[src/sv/sm83alu_pkg.sv]
// shared types and constants of the sm83 eight-bit alu
`default_nettype none
package sm83alu_pkg;

	typedef enum logic [4:0] {
		FN_ADD  = 5'd0,
		FN_ADC  = 5'd1,
		FN_SUB  = 5'd2,
		FN_SBC  = 5'd3,
		FN_AND  = 5'd4,
		FN_XOR  = 5'd5,
		FN_OR   = 5'd6,
		FN_CP   = 5'd7,
		FN_INC  = 5'd8,
		FN_DEC  = 5'd9,
		FN_RLCA = 5'd10,
		FN_RRCA = 5'd11,
		FN_RLA  = 5'd12,
		FN_RRA  = 5'd13,
		FN_DAA  = 5'd14,
		FN_CPL  = 5'd15,
		FN_SCF  = 5'd16,
		FN_CCF  = 5'd17,
		FN_RLC  = 5'd18,
		FN_RRC  = 5'd19,
		FN_RL   = 5'd20,
		FN_RR   = 5'd21,
		FN_SLA  = 5'd22,
		FN_SRA  = 5'd23,
		FN_SWAP = 5'd24,
		FN_SRL  = 5'd25,
		FN_BIT  = 5'd26,
		FN_RES  = 5'd27,
		FN_SET  = 5'd28
	} alu_func_t;

	typedef logic [4:0] func_t;
	typedef logic [7:0] byte_t;
	typedef logic [2:0] bit_idx_t;
	typedef logic [3:0] flags_t;

	localparam int FLAG_Z = 3;
	localparam int FLAG_N = 2;
	localparam int FLAG_H = 1;
	localparam int FLAG_C = 0;

	localparam byte_t DAA_HI_ADJ = 8'h60;
	localparam byte_t DAA_LO_ADJ = 8'h06;
	localparam byte_t DAA_HI_MAX = 8'h99;
	localparam logic [3:0] DAA_LO_MAX = 4'h9;

endpackage
`default_nettype wire

[src/sv/sm83alu_req_if.sv]
// request channel of the sm83 alu: operation, operands and flags
`default_nettype none
interface sm83alu_req_if;
	import sm83alu_pkg::*;

	logic     valid;
	logic     ready;
	func_t    func;
	byte_t    operand_a;
	byte_t    operand_b;
	bit_idx_t bit_sel;
	flags_t   flags_in;

	modport source (output valid, func, operand_a, operand_b, bit_sel, flags_in,
		input ready);
	modport sink (input valid, func, operand_a, operand_b, bit_sel, flags_in,
		output ready);
endinterface
`default_nettype wire

[src/sv/sm83alu_rsp_if.sv]
// response channel of the sm83 alu: result byte, flags and write enable
`default_nettype none
interface sm83alu_rsp_if;
	import sm83alu_pkg::*;

	logic   valid;
	logic   ready;
	byte_t  result;
	flags_t flags_out;
	logic   write_result;

	modport source (output valid, result, flags_out, write_result, input ready);
	modport sink (input valid, result, flags_out, write_result, output ready);
endinterface
`default_nettype wire

[src/sv/sm83_alu_with_flags_core.sv]
// top level of the sm83 eight-bit alu with flags
// a request passes through the input register and then the result register before its response
// throughput: one request per cycle, limited only by response backpressure
// the alu holds no state between requests; reset clears only the stage valid bits
`default_nettype none
module sm83_alu_with_flags_core (
	input  wire logic          clk,
	input  wire logic          arst_n,
	sm83alu_req_if.sink        cmd,
	sm83alu_rsp_if.source      rsp
);
	import sm83alu_pkg::*;

	logic     vld_s1;
	func_t    func_s1;
	byte_t    a_s1;
	byte_t    b_s1;
	bit_idx_t idx_s1;
	flags_t   f_s1;

	logic   vld_s2;
	byte_t  res_s2;
	flags_t flg_s2;
	logic   wr_s2;

	logic ready_s2;
	logic ready_s1;

	logic       cin;
	logic       t;
	logic [8:0] sum9;
	logic [4:0] hsum;
	logic [8:0] dif9;
	logic [4:0] hdif;
	byte_t      bmask;
	byte_t      daa_adj;
	logic       daa_c;
	byte_t      r;
	flags_t     nf;
	logic       wr;

	assign ready_s2  = !vld_s2 || rsp.ready;
	assign ready_s1  = !vld_s1 || ready_s2;
	assign cmd.ready = ready_s1;

	assign rsp.valid        = vld_s2;
	assign rsp.result       = res_s2;
	assign rsp.flags_out    = flg_s2;
	assign rsp.write_result = wr_s2;

	// carry-in for adc/sbc only
	assign cin   = f_s1[FLAG_C];
	assign t     = (func_s1 == FN_ADC || func_s1 == FN_SBC) ? cin : 1'b0;
	assign sum9  = {1'b0, a_s1} + {1'b0, b_s1} + {8'b0, t};
	assign hsum  = {1'b0, a_s1[3:0]} + {1'b0, b_s1[3:0]} + {4'b0, t};
	assign dif9  = {1'b0, a_s1} - {1'b0, b_s1} - {8'b0, t};
	assign hdif  = {1'b0, a_s1[3:0]} - {1'b0, b_s1[3:0]} - {4'b0, t};
	assign bmask = 8'b1 << idx_s1;

	always_comb begin
		daa_adj = 8'h00;
		daa_c   = cin;
		if (!f_s1[FLAG_N]) begin
			if (cin || a_s1 > DAA_HI_MAX) begin
				daa_adj = daa_adj | DAA_HI_ADJ;
				daa_c   = 1'b1;
			end
			if (f_s1[FLAG_H] || a_s1[3:0] > DAA_LO_MAX) begin
				daa_adj = daa_adj | DAA_LO_ADJ;
			end
		end else begin
			if (cin) begin
				daa_adj = daa_adj | DAA_HI_ADJ;
			end
			if (f_s1[FLAG_H]) begin
				daa_adj = daa_adj | DAA_LO_ADJ;
			end
		end
	end

	always_comb begin
		r  = a_s1;
		nf = f_s1;
		wr = 1'b1;
		case (func_s1)
			FN_ADD, FN_ADC: begin
				r  = sum9[7:0];
				nf = {sum9[7:0] == 8'h00, 1'b0, hsum[4], sum9[8]};
			end
			FN_SUB, FN_SBC, FN_CP: begin
				r  = dif9[7:0];
				nf = {dif9[7:0] == 8'h00, 1'b1, hdif[4], dif9[8]};
				wr = (func_s1 != FN_CP);
			end
			FN_AND: begin
				r  = a_s1 & b_s1;
				nf = {(a_s1 & b_s1) == 8'h00, 1'b0, 1'b1, 1'b0};
			end
			FN_XOR: begin
				r  = a_s1 ^ b_s1;
				nf = {(a_s1 ^ b_s1) == 8'h00, 3'b000};
			end
			FN_OR: begin
				r  = a_s1 | b_s1;
				nf = {(a_s1 | b_s1) == 8'h00, 3'b000};
			end
			FN_INC: begin
				r  = a_s1 + 8'd1;
				nf = {a_s1 == 8'hff, 1'b0, a_s1[3:0] == 4'hf, cin};
			end
			FN_DEC: begin
				r  = a_s1 - 8'd1;
				nf = {a_s1 == 8'h01, 1'b1, a_s1[3:0] == 4'h0, cin};
			end
			FN_RLCA, FN_RLC: begin
				r  = {a_s1[6:0], a_s1[7]};
				nf = {(func_s1 == FN_RLC) && (a_s1 == 8'h00), 2'b00, a_s1[7]};
			end
			FN_RRCA, FN_RRC: begin
				r  = {a_s1[0], a_s1[7:1]};
				nf = {(func_s1 == FN_RRC) && (a_s1 == 8'h00), 2'b00, a_s1[0]};
			end
			FN_RLA, FN_RL: begin
				r  = {a_s1[6:0], cin};
				nf = {(func_s1 == FN_RL) && ({a_s1[6:0], cin} == 8'h00), 2'b00, a_s1[7]};
			end
			FN_RRA, FN_RR: begin
				r  = {cin, a_s1[7:1]};
				nf = {(func_s1 == FN_RR) && ({cin, a_s1[7:1]} == 8'h00), 2'b00, a_s1[0]};
			end
			FN_DAA: begin
				r  = f_s1[FLAG_N] ? (a_s1 - daa_adj) : (a_s1 + daa_adj);
				nf = {r == 8'h00, f_s1[FLAG_N], 1'b0, daa_c};
			end
			FN_CPL: begin
				r  = ~a_s1;
				nf = {f_s1[FLAG_Z], 1'b1, 1'b1, cin};
			end
			FN_SCF: begin
				nf = {f_s1[FLAG_Z], 2'b00, 1'b1};
			end
			FN_CCF: begin
				nf = {f_s1[FLAG_Z], 2'b00, !cin};
			end
			FN_SLA: begin
				r  = {a_s1[6:0], 1'b0};
				nf = {a_s1[6:0] == 7'h00, 2'b00, a_s1[7]};
			end
			FN_SRA: begin
				r  = {a_s1[7], a_s1[7:1]};
				nf = {a_s1[7:1] == 7'h00, 2'b00, a_s1[0]};
			end
			FN_SWAP: begin
				r  = {a_s1[3:0], a_s1[7:4]};
				nf = {a_s1 == 8'h00, 3'b000};
			end
			FN_SRL: begin
				r  = {1'b0, a_s1[7:1]};
				nf = {a_s1[7:1] == 7'h00, 2'b00, a_s1[0]};
			end
			FN_BIT: begin
				nf = {!a_s1[idx_s1], 1'b0, 1'b1, cin};
				wr = 1'b0;
			end
			FN_RES: begin
				r = a_s1 & ~bmask;
			end
			FN_SET: begin
				r = a_s1 | bmask;
			end
			default: begin
				wr = 1'b0;
			end
		endcase
	end

	always_ff @(posedge clk or negedge arst_n) begin
		if (!arst_n) begin
			vld_s1 <= 1'b0;
		end else if (ready_s1) begin
			vld_s1 <= cmd.valid;
		end
	end

	always_ff @(posedge clk) begin
		if (cmd.valid && ready_s1) begin
			func_s1 <= cmd.func;
			a_s1    <= cmd.operand_a;
			b_s1    <= cmd.operand_b;
			idx_s1  <= cmd.bit_sel;
			f_s1    <= cmd.flags_in;
		end
	end

	always_ff @(posedge clk or negedge arst_n) begin
		if (!arst_n) begin
			vld_s2 <= 1'b0;
		end else if (ready_s2) begin
			vld_s2 <= vld_s1;
		end
	end

	always_ff @(posedge clk) begin
		if (vld_s1 && ready_s2) begin
			res_s2 <= r;
			flg_s2 <= nf;
			wr_s2  <= wr;
		end
	end

endmodule
`default_nettype wire
[src/flat_wrapper.sv]
// flat-port wrapper written by rule: the top's interface ports become plain ports
module sm83_alu_with_flags_core_flat import sm83alu_pkg::*;
  (clk, arst_n, cmd_valid, cmd_func, cmd_operand_a, cmd_operand_b, cmd_bit_sel, cmd_flags_in, cmd_ready, rsp_valid, rsp_result, rsp_flags_out, rsp_write_result, rsp_ready);
  sm83alu_req_if cmd_i ();
  sm83alu_rsp_if rsp_i ();
  input  wire logic clk;
  input  wire logic arst_n;
  input wire logic [$bits(cmd_i.valid)-1:0] cmd_valid;
  input wire logic [$bits(cmd_i.func)-1:0] cmd_func;
  input wire logic [$bits(cmd_i.operand_a)-1:0] cmd_operand_a;
  input wire logic [$bits(cmd_i.operand_b)-1:0] cmd_operand_b;
  input wire logic [$bits(cmd_i.bit_sel)-1:0] cmd_bit_sel;
  input wire logic [$bits(cmd_i.flags_in)-1:0] cmd_flags_in;
  output wire logic [$bits(cmd_i.ready)-1:0] cmd_ready;
  output wire logic [$bits(rsp_i.valid)-1:0] rsp_valid;
  output wire logic [$bits(rsp_i.result)-1:0] rsp_result;
  output wire logic [$bits(rsp_i.flags_out)-1:0] rsp_flags_out;
  output wire logic [$bits(rsp_i.write_result)-1:0] rsp_write_result;
  input wire logic [$bits(rsp_i.ready)-1:0] rsp_ready;
  assign cmd_i.valid = cmd_valid;
  assign cmd_i.func = cmd_func;
  assign cmd_i.operand_a = cmd_operand_a;
  assign cmd_i.operand_b = cmd_operand_b;
  assign cmd_i.bit_sel = cmd_bit_sel;
  assign cmd_i.flags_in = cmd_flags_in;
  assign cmd_ready = cmd_i.ready;
  assign rsp_valid = rsp_i.valid;
  assign rsp_result = rsp_i.result;
  assign rsp_flags_out = rsp_i.flags_out;
  assign rsp_write_result = rsp_i.write_result;
  assign rsp_i.ready = rsp_ready;
  sm83_alu_with_flags_core u_core (.clk(clk), .arst_n(arst_n), .cmd(cmd_i), .rsp(rsp_i));
endmodule
[config.mk]
export PLATFORM = sky130hd
export DESIGN_NAME = sm83_alu_with_flags_core_flat
export DESIGN_NICKNAME = d
export VERILOG_FILES = /design/src/sv/sm83alu_pkg.sv /design/src/sv/sm83alu_req_if.sv /design/src/sv/sm83alu_rsp_if.sv /design/src/sv/sm83_alu_with_flags_core.sv /design/src/flat_wrapper.sv
export SDC_FILE = /design/constraint.sdc
export NUM_CORES = 1
export LEC_CHECK = 0
export ABC_AREA = 1
export BUFFER_PORTS_ARGS = -buffer_cell sky130_fd_sc_hd__buf_4
export CORE_AREA = 2 2 103 115
export CTS_BUF_LIST = sky130_fd_sc_hd__clkbuf_4
export CTS_CLUSTER_SIZE = 12
export DETAILED_ROUTE_END_ITERATION = 8
export DIE_AREA = 0 0 105 117
export HOLD_SLACK_MARGIN = 0.12
export SLEW_MARGIN = 20
export SYNTH_ARGS = -nofsm -noshare
export SYNTH_HDL_FRONTEND = slang
export SYNTH_SLANG_ARGS = --single-unit
[constraint.sdc]
create_clock -name clk -period 7.55 [get_ports clk]
set_input_delay 1.51 -clock clk [delete_from_list [all_inputs] [get_ports clk]]
set_output_delay 1.51 -clock clk [all_outputs]
set_load 0.01 [all_outputs]
* Yosys cells after proc, flatten, opt, wreduce, memory -nomap -nowiden
Index checks and enable logic that the tools add are counted.
** Word-level totals
- Bits in registers :: 43
- Bits in latches :: 0
- Bits in writable memories :: 0
- Bits in read-only memories :: 0
- Input bits :: 32
- Output and inout bits :: 15
- Logic and storage cells :: 115
- Memories :: 0
** Operators by class
- Add/sub/neg operators :: 12
- Multipliers :: 0
- Divide/modulo/power cells :: 0
- $lt $le $gt $ge :: 3
- Eq/ne operators :: 32
- Shifts and indexed selects :: 1
- Mux-type cells :: 14
- Bitwise operators :: 7
- Reductions and logical operators :: 36
** Operators by type and width (count)
- 8-bit one-hot mux with 19 select lines :: 1
- 4-bit one-hot mux with 19 select lines :: 1
- 8-bit logical NOT :: 9
- 5-bit == test, second input constant :: 13
- 5-bit by 4-bit == test with 1-bit output, second input constant :: 8
- 25-bit OR reduction :: 1
- 7-bit two-way mux :: 3
- 5-bit by 3-bit == test with 1-bit output, second input constant :: 4
- 8-bit bitwise AND :: 2
- 8-bit inverter :: 2
- 8-bit bitwise OR :: 2
- 7-bit logical NOT :: 2
- 2-bit OR reduction :: 6
- 5-bit by 2-bit == test with 1-bit output, second input constant :: 2
- 8-bit by 8-bit adder with 9-bit output :: 1
- 9-bit by 1-bit adder with 9-bit output :: 1
- 8-bit by 8-bit subtractor with 9-bit output :: 1
- 9-bit by 1-bit subtractor with 9-bit output :: 1
- 8-bit by 1-bit adder with 8-bit output, second input constant :: 1
- 8-bit adder :: 1
- 8-bit by 1-bit == test with 1-bit output, second input constant :: 1
- 8-bit == test, second input constant :: 1
- 8-bit > comparator, second input constant :: 1
- 8-bit two-way mux :: 1
- 23 further kinds :: 39

* Depth between registers and ports, before layout
Gate-level depths: netlist of run 1.
- Word-level depth :: 9
- Mapped depth :: 23
- Depth with buffers taken out :: 22

* Worst setup path after synthesis of run 1
No wires, ideal clock.
- Kind :: register to register
- Start point :: reg u_core.a_s1[1]
- End point :: reg u_core.flg_s2[3], in the netlist u_core.rsp.flags_out[3] (data pin)
- Setup time :: 0.253 ns
- Arrival :: 2.980 ns
- Data required time :: 7.297 ns
- Slack :: 4.317 ns
- Cell stages (with the launch flop) :: 22
- Path buffers :: 1
- Cell sequence :: edfxtp_1 clkbuf_1 inv_1 ha_1 nand2_1 inv_1 nor3_1 o21ai_0 nand2_1 inv_1 ha_1 nand2_1 nand2_1 ha_1 nand2_1 o21a_1 nand3b_1 nand2_1 nand3_1 nand3_1 nor2_1 nor2_1
** Between the ends
- Word-level cells in the longest chain between the ends :: 8
- Elaborated cells on any way between the ends :: 38
** RTL lines
- start, declared :: line sm83_alu_with_flags_core.sv:16 : byte_t a_s1;
- start signal, assigned :: line sm83_alu_with_flags_core.sv:188 : a_s1 <= cmd.operand_a;
- 8-bit > comparator or 4-bit > comparator (tied branches) :: line sm83_alu_with_flags_core.sv:64, sm83_alu_with_flags_core.sv:68
- 1-bit logical OR (on tied branches) :: line sm83_alu_with_flags_core.sv:64, sm83_alu_with_flags_core.sv:68
- 7-bit two-way mux or 3-bit two-way mux (tied branches) :: line sm83_alu_with_flags_core.sv:64, sm83_alu_with_flags_core.sv:68
- 7-bit two-way mux :: line sm83_alu_with_flags_core.sv:63 : if (!f_s1[FLAG_N]) begin
- 8-bit adder or 8-bit subtractor (tied branches) :: line sm83_alu_with_flags_core.sv:132 : r = f_s1[FLAG_N] ? (a_s1 - daa_adj) : (a_s1 + daa_adj);
- 8-bit two-way mux :: line sm83_alu_with_flags_core.sv:132
- 8-bit logical NOT :: line sm83_alu_with_flags_core.sv:133 : nf = {r == 8'h00, f_s1[FLAG_N], 1'b0, daa_c};
- 4-bit one-hot mux with 19 select lines (*) :: line sm83_alu_with_flags_core.sv:85 : case (func_s1)
- net u_core.nf[3] :: line sm83_alu_with_flags_core.sv:39 : flags_t nf;
- end signal, assigned :: line sm83_alu_with_flags_core.sv:206 : flg_s2 <= nf;
- end, declared :: line sm83_alu_with_flags_core.sv:23 : flags_t flg_s2;
Mark *: on every way through the listed nets, which the timed path passes. The rest lies on a longest branch. The select of a mux whose other input is x is not followed.
A chain may end at the register's enable or synchronous reset.

* Worst setup path in the final report of run 1
- Start point :: reg u_core.a_s1[0]
- End point :: reg u_core.res_s2[5], in the netlist u_core.rsp.result[5] (data pin)
** Between the ends
- Word-level cells in the longest chain between the ends :: 7
- Elaborated cells on any way between the ends :: 17
** RTL lines
- 8-bit > comparator or 4-bit > comparator (tied branches) :: line sm83_alu_with_flags_core.sv:64, sm83_alu_with_flags_core.sv:68
- 1-bit logical OR (on tied branches) :: line sm83_alu_with_flags_core.sv:64, sm83_alu_with_flags_core.sv:68
- 7-bit two-way mux or 3-bit two-way mux (tied branches) :: line sm83_alu_with_flags_core.sv:64, sm83_alu_with_flags_core.sv:68
- 7-bit two-way mux :: line sm83_alu_with_flags_core.sv:63
- 8-bit adder or 8-bit subtractor (tied branches) :: line sm83_alu_with_flags_core.sv:132
- 8-bit two-way mux :: line sm83_alu_with_flags_core.sv:132
- 8-bit one-hot mux with 19 select lines (*) :: line sm83_alu_with_flags_core.sv:85
- net u_core.r[5] :: line sm83_alu_with_flags_core.sv:38 : byte_t r;
- end signal, assigned :: line sm83_alu_with_flags_core.sv:205 : res_s2 <= r;
- end, declared :: line sm83_alu_with_flags_core.sv:22 : byte_t res_s2;
Mark *: on every way through the listed nets, which the timed path passes. The rest lies on a longest branch.

==> results of run 1 <==
## report_power, final
part / switching (mW) / internal (mW) / total [mW]
clock: 0.0898 / 0.107 / 0.197
sequential: 0.0312 / 0.295 / 0.326
combinational: 0.232 / 0.125 / 0.357
## worst min path at each step
stage                                  end          start  slack (ns)
after floorplan           u_core.rsp.valid  u_core.vld_s1        0.45
after global placement    u_core.rsp.valid  u_core.vld_s1        0.46
after detailed placement  u_core.rsp.valid  u_core.vld_s1        0.49
after CTS                 u_core.rsp.valid  u_core.vld_s1        0.52
after global routing      u_core.rsp.valid  u_core.vld_s1        0.55
final                     u_core.rsp.valid  u_core.vld_s1        0.52
## worst min-delay path, delay by kind of cell, from the launching register on
family	cells	cell delay, ns
buffers and inverters	1	0.06
DFF	1	0.38
and+or+nand+nor	1	0.06
## registers in the layout (all words and copies together) (netlist names)
register,flops
u_core.a_s1,8
u_core.b_s1,8
u_core.rsp.result,8
u_core.func_s1,5
u_core.f_s1,4
u_core.rsp.flags_out,4
u_core.idx_s1,3
u_core.rsp.valid,1
u_core.rsp.write_result,1
u_core.vld_s1,1
## cells in the final DEF (no fill, tap or decap), drive strengths merged, types with 3 or more instances in the layout
master / count
nand4: 25
o22ai: 14
nand3b: 7
a211oi: 3
o221ai: 5
clkinv: 4
a22oi: 4
buf: 49
edfxtp: 41
nand3: 54
xnor2: 6
o2111ai: 3
nand2: 220
inv: 102
clkbuf: 6
ha: 43
o21ai: 45
fa: 4
nor3: 12
nor2: 107
a21oi: 28
xor2: 4
## stage by stage
stage / utilization (%) / std cells / hold WS, ns / instance area (µm²) / worst slack [ns]
floorplan: - / 763 / 0.447 / 4940 / 4.32
global placement: 48.5 / 946 / 0.464 / 5430 / 3.86
detailed placement: 48.5 / 946 / 0.491 / 5430 / 3.72
CTS: 49.5 / 954 / 0.521 / 5530 / 3.73
global route: 49.5 / 954 / 0.550 / 5530 / 3.26
finish: 49.5 / 956 / 0.522 / 5540 / 3.64
## kinds of logic after synthesis
group | Yosys count | share of synthesized area (%)
AOI/OAI and AO/OA | 111 | 13.1
xor gates and xnor gates | 10 | 1.77
adders and majority gates | 47 | 12.5
buffers and inverters | 122 | 9.42
DFF | 43 | 25.9
and+or+nand+nor | 430 | 37.3
## per-layer routing
| layer | part of all wire [%] | GRT usage, % | up-vias |
|---|---|---|---|
| li1 | - | - | 2618 |
| met1 | 42 | 39.7 | 2519 |
| met2 | 44 | 47.8 | 338 |
| met3 | 9.6 | 6.15 | 63 |
| met4 | 4.5 | 14.4 | 0 |
| met5 | 0 | 0 | - |
## layout make-up
cell class / instances / area (µm²)
fillers: 1191 / 5640
multi-input cells: 598 / 3190
flip-flops and latches: 43 / 1280
inverters: 106 / 398
repair buffers: 49 / 368
well taps: 150 / 188
clock inverters: 2 / 60.1
clock buffers: 6 / 45.0
diodes: 2 / 5.00
==> results.cfg, run 1 <==
[outcome]
status = finished clean

[sta]
setup_violations = 0
rsz0062_at_grt = no
fin_skew_ns = 0.0309
slew-limit-headroom_pct = 49.0
fmax_mhz = 256
fin_crit_sh_pct = 51.8
slew_viol_final = 0
hold_violations = 0
layout_min_cycle_time_ns = 3.91
setup_tns_ns = 0
worst_pin_slew_ns = 0.762

[die]
io_pins = 47
start_util_pct = 44.2
die_height_um = 117
fp-row-count = 41
die_w_um = 105
core_area_um2 = 11200
die_area_um2 = 12300

[global_routing]
grt_max_degree = 24
antenna_found_initial = 1
grt_usage_pct = 30.1
grt_pass1_vias = 5157
grt_pass1_wl_um = 28000
grt_overflow = 0

[cells_and_area]
area_growth_pct = 12.1
drive_gt1_share_pct = 11.3
nets = 882

[clock_tree]
clkTransAtPathRegs_ns = 0.12
clkLatencyLatePin_ns = 0.41
postCtsSetupBuffers = 0
cts_sinks = 43
clock_path_buffers = 2
h-tree-depth = 2
postCtsHoldBufs = 0
cts_buffers = 5
cts_tree = yes
cts_root_buffer = clkbuf_4
cts.repair.resized = 0

[route]
via_count = 5538
drc = 0
wl_per_cell_um = 19.1
first_iter_violations = 580
routed_wl_um = 18200
firstDrtPassIters = 8
routed_via_density = 5.79
antenna_left = 0

[critical_path]
endpoint_kind = flop
cp_slowest_cell = edfxtp_1
start_kind = flop
required_ns = 7.69
worstReg2RegStart = u_core.a_s1[0]
cp_max_fo = 13
ff2ff_setup_slack_ns = 3.64
arrival_ns = 4.05
cpPeakStageDelay_ns = 0.72
worst-path-buf-inv = 3
crit_family = simple AND/OR/NAND/NOR gates
cp-startpoint = u_core.a_s1[0]
r2r-end = u_core.rsp.result[5]
worstSetupEndpoint = u_core.rsp.result[5]
cp.depth = 18
path_class = flop to flop
rr_worst_depth = 18
worstPathCellList = clkinv_1 > ha_1 > nand2_1 > inv_1 > nor3_1 > o21ai_0 > nand2_1 > inv_1 > ha_1 > nand2_1 > nand2_1 > ha_1 > nand4_1 > nand2_1 > nand2_1 > nand4_1 > nor2_1 > nand3_1
crit_top_cell = nand2_1

[synth]
synthArstFlopShare_pct = 4.65
synth-seq-area-share_pct = 25.9
synth.avg_cell_area_um2 = 6.48
yosys-top-cells-area = edfxtp_1, nand2_1, ha_1
yosysMostFrequentCell = nand2_1
yosysWarnings = 0
synth_area_um2 = 4940
synth_top_area_share_pct = 24.9
synth.net_count = 842
synth-main-ff-cell = edfxtp_1
yosys-top-cells-count = nand2_1, nor2_1, inv_1
yosysUniqueCellTypes = 43
synth_edf_count = 41
ys_seq_elements = 43
synth_area_leader_cell = edfxtp_1
syn_inst = 763

[placement]
place_congestion = 0.998
dp_hpwl_um = 14300
port_buffers = 46

[power]
vdd_ir_drop_max_v = 0.0000869
power_density_nw_per_um2 = 159
p_total_mw = 0.880
p_leak_nw = 2.68

[min_path]
hold_class = flop to flop
whs_path_depth = 2

[run]
maxCapViolations = 0
Power figures use the tool's default switching activity.
==> run 2, diff against run 1 <==
--- a/config.mk
+++ b/config.mk
@@ -5,13 +5,13 @@
 export SDC_FILE = /design/constraint.sdc
 export NUM_CORES = 1
 export LEC_CHECK = 0
-export ABC_AREA = 1
+export ABC_AREA = 0
 export BUFFER_PORTS_ARGS = -buffer_cell sky130_fd_sc_hd__buf_4
-export CORE_AREA = 2 2 103 115
+export CORE_AREA = 2 2 102 114
 export CTS_BUF_LIST = sky130_fd_sc_hd__clkbuf_4
 export CTS_CLUSTER_SIZE = 12
 export DETAILED_ROUTE_END_ITERATION = 8
-export DIE_AREA = 0 0 105 117
+export DIE_AREA = 0 0 104 116
 export HOLD_SLACK_MARGIN = 0.12
 export SLEW_MARGIN = 20
 export SYNTH_ARGS = -nofsm -noshare
==> constraint.sdc (replaced) <==
create_clock -name clk -period 3.2 [get_ports clk]
set_input_delay 0.64 -clock clk [delete_from_list [all_inputs] [get_ports clk]]
set_output_delay 0.64 -clock clk [all_outputs]
set_load 0.01 [all_outputs]
==> run 2 against run 1 <==
Critical path depth down 3. Setup slack worse by 3.6 ns. Synthesized area down 3.2%. Sequential power up 120%. Combinational power rose to 2.7 times the previous value. Critical path type unchanged. Largest cell class unchanged.
==> results.cfg, run 2 <==
[outcome]
status = finished clean

[cells_and_area]
drive_gt1_share_pct = 27.6
antenna_cells = 0
nFillCells = 1025
final_common_cell = buf_4
nets = 729
area_growth_pct = 23.2
final_area_um2 = 5890
final_cell_mix = buf_4, nand2_1, nor2_1, edfxtp_1, ha_1
final_util_pct = 54.5

[placement]
placed_cell_area_um2 = 5630
dp_hpwl_um = 14900
place_congestion = 1.03
port_buffers = 46

[synth]
synth-main-ff-cell = edfxtp_1
synth.avg_cell_area_um2 = 8.48
synth_area_leader_cell = edfxtp_1
yosys-top-cells-area = edfxtp_1, ha_1, nand2_1
syn_inst = 564
synth.net_count = 643
yosysWarnings = 0
ys_seq_elements = 43
synth-seq-area-share_pct = 26.8
yosysUniqueCellTypes = 80
synth_edf_count = 41
synth_area_um2 = 4780
yosys-top-cells-count = nand2_1, nor2_1, ha_1
synth_top_area_share_pct = 25.8
synthArstFlopShare_pct = 4.65

[clock_tree]
clkTransAtPathRegs_ns = 0.16
clock_path_buffers = 2
cts_buffers = 5
cts_sinks = 43
clkLatencyLatePin_ns = 0.40
h-tree-depth = 2
cts_root_buffer = clkbuf_4
cts_tree = yes

[sta]
slew-limit-headroom_pct = 40.3
slew_viol_final = 0
fin_crit_sh_pct = 99.1
hold_violations = 0
worst_pin_slew_ns = 0.886
setup_violations = 0
fin_skew_ns = 0.0296
rsz0062_at_grt = yes
layout_min_cycle_time_ns = 3.17
fmax_mhz = 315

[global_routing]
antenna_found_initial = 0
grt_max_degree = 39
grt_usage_pct = 31.9
grt_overflow = 0
grt_pass1_vias = 4846
grt_pass1_wl_um = 28800

[die]
fp-row-count = 40
die_area_um2 = 12100
io_pins = 47
start_util_pct = 44.2
core_area_um2 = 10800
die_w_um = 104
die_height_um = 116

[route]
drc = 0
firstDrtPassIters = 5
routed_via_density = 6.22
first_iter_violations = 545
wl_per_cell_um = 24.0
routed_wl_um = 19100
antenna_left = 0
via_count = 4964

[critical_path]
path_class = flop to flop
start_kind = flop
crit_top_cell = inv_2
cpPeakStageDelay_ns = 0.56
cp_max_fo = 3
crit_family = simple AND/OR/NAND/NOR gates
worstReg2RegStart = u_core.func_s1[0]
cp_slowest_cell = fa_2
endpoint_kind = flop
r2r-end = u_core.rsp.result[7]
rr_worst_depth = 15
required_ns = 3.38
worst-path-buf-inv = 4
ff2ff_setup_slack_ns = 0.03
arrival_ns = 3.35
worstPathCellList = inv_2 > nor2_4 > nand3_2 > buf_4 > inv_2 > fa_2 > inv_2 > ha_2 > o21ai_2 > nand3_1 > nor4b_4 > a211o_1 > nand2_1 > or4b_1 > o22a_1

[min_path]
hold_path_end = u_core.func_s1[1]
hold_class = input port to flop
min_from = cmd_func[1]
whs_path_depth = 1

[power]
p_leak_nw = 2.33
clkPwrFrac_pct = 15.3
p_int_mw = 1.19
vdd_ir_drop_max_v = 0.000183
p_sw_mw = 0.800
power_density_nw_per_um2 = 337
swShare_pct = 40.3
power.share.sequential_pct = 35.7
p_comb_share_pct = 49.0

[run]
maxCapViolations = 0
## run 2: stage by stage
stage               power [mW]  hold slack [ns]  instances  setup slack [ns]  TNS, ns
floorplan                 1.26            0.344        564            -0.118   -0.179
global placement          1.60            0.422        783           -0.0841   -0.155
detailed placement        1.61            0.424        783            -0.157   -0.558
CTS                       1.93            0.401        795           -0.0167  -0.0342
global route              2.09            0.395        798           -0.0966   -0.246
finish                    1.99            0.405        798            0.0289        0
## run 2: layout make-up
type | count | area, µm² | share of cell area (%)
Clock buffer | 6 | 45.0 | 0.765
Clock inverter | 2 | 12.5 | 0.212
Inverter | 30 | 115 | 1.95
Multi-Input combinational cell | 456 | 3380 | 57.4
Sequential cell | 43 | 1280 | 21.8
Tap cell | 147 | 184 | 3.12
Timing Repair Buffer | 114 | 871 | 14.8
## run 2: cells by family (layout without fill, tap and decap cells)
| family | Yosys count | in the layout | synth area share, % |
|---|---|---|---|
| AO/OA/AOI/OAI | 167 | 167 | 24.1 |
| XOR/XNOR | 23 | 23 | 4.21 |
| adder cells (fa/ha/maj) | 47 | 47 | 12.9 |
| buffers and inverters | 65 | 152 | 6.75 |
| flip-flops | 43 | 43 | 26.8 |
| multiplexers | 10 | 10 | 2.64 |
| AND/OR/NAND/NOR | 209 | 209 | 22.6 |
## run 2: repair_timing
action / 4_1_cts / 5_1_grt
endpoints found under the setup margin: 5 / 7
resized for setup: 14 / 20
setup buffers: 3 / 3
pin swaps: 8 / 6
hold buffers: 1 / 0
gates cloned: 0 / 0
endpoints found under the hold margin: 2 / 0
## run 2: power groups by stage
stage	Clock, mW	Combinational, mW	Sequential (mW)
3_5_place_dp	0	0.885	0.721
2_1_floorplan	0	0.532	0.723
5_1_grt	0.331	1.04	0.714
6_report	0.304	0.974	0.708
3_3_place_gp	0	0.876	0.719
4_1_cts	0.311	0.914	0.708
## run 2: metal layers
layer | track usage, % | up-vias | part of all wire, %
met3 | 6.58 | 52 | 8.1
met4 | 17.3 | 0 | 5.1
met5 | 0 | - | 0
met1 | 40.4 | 2351 | 40
li1 | - | 2290 | -
met2 | 51.7 | 271 | 47
## run 2: how the worst max path moves through the flow
stage | endpoint | cells past startpoint | start | slack, ns
2_1_floorplan | u_core.rsp.result[7] | 16 | u_core.func_s1[3] | -0.12
3_3_place_gp | u_core.rsp.result[7] | 14 | u_core.a_s1[0] | -0.08
3_5_place_dp | u_core.rsp.result[7] | 17 | u_core.a_s1[1] | -0.16
4_1_cts | u_core.rsp.result[6] | 17 | u_core.a_s1[1] | -0.02
5_1_grt | u_core.rsp.result[7] | 18 | u_core.a_s1[1] | -0.1
6_report | u_core.rsp.result[7] | 15 | u_core.func_s1[0] | 0.03
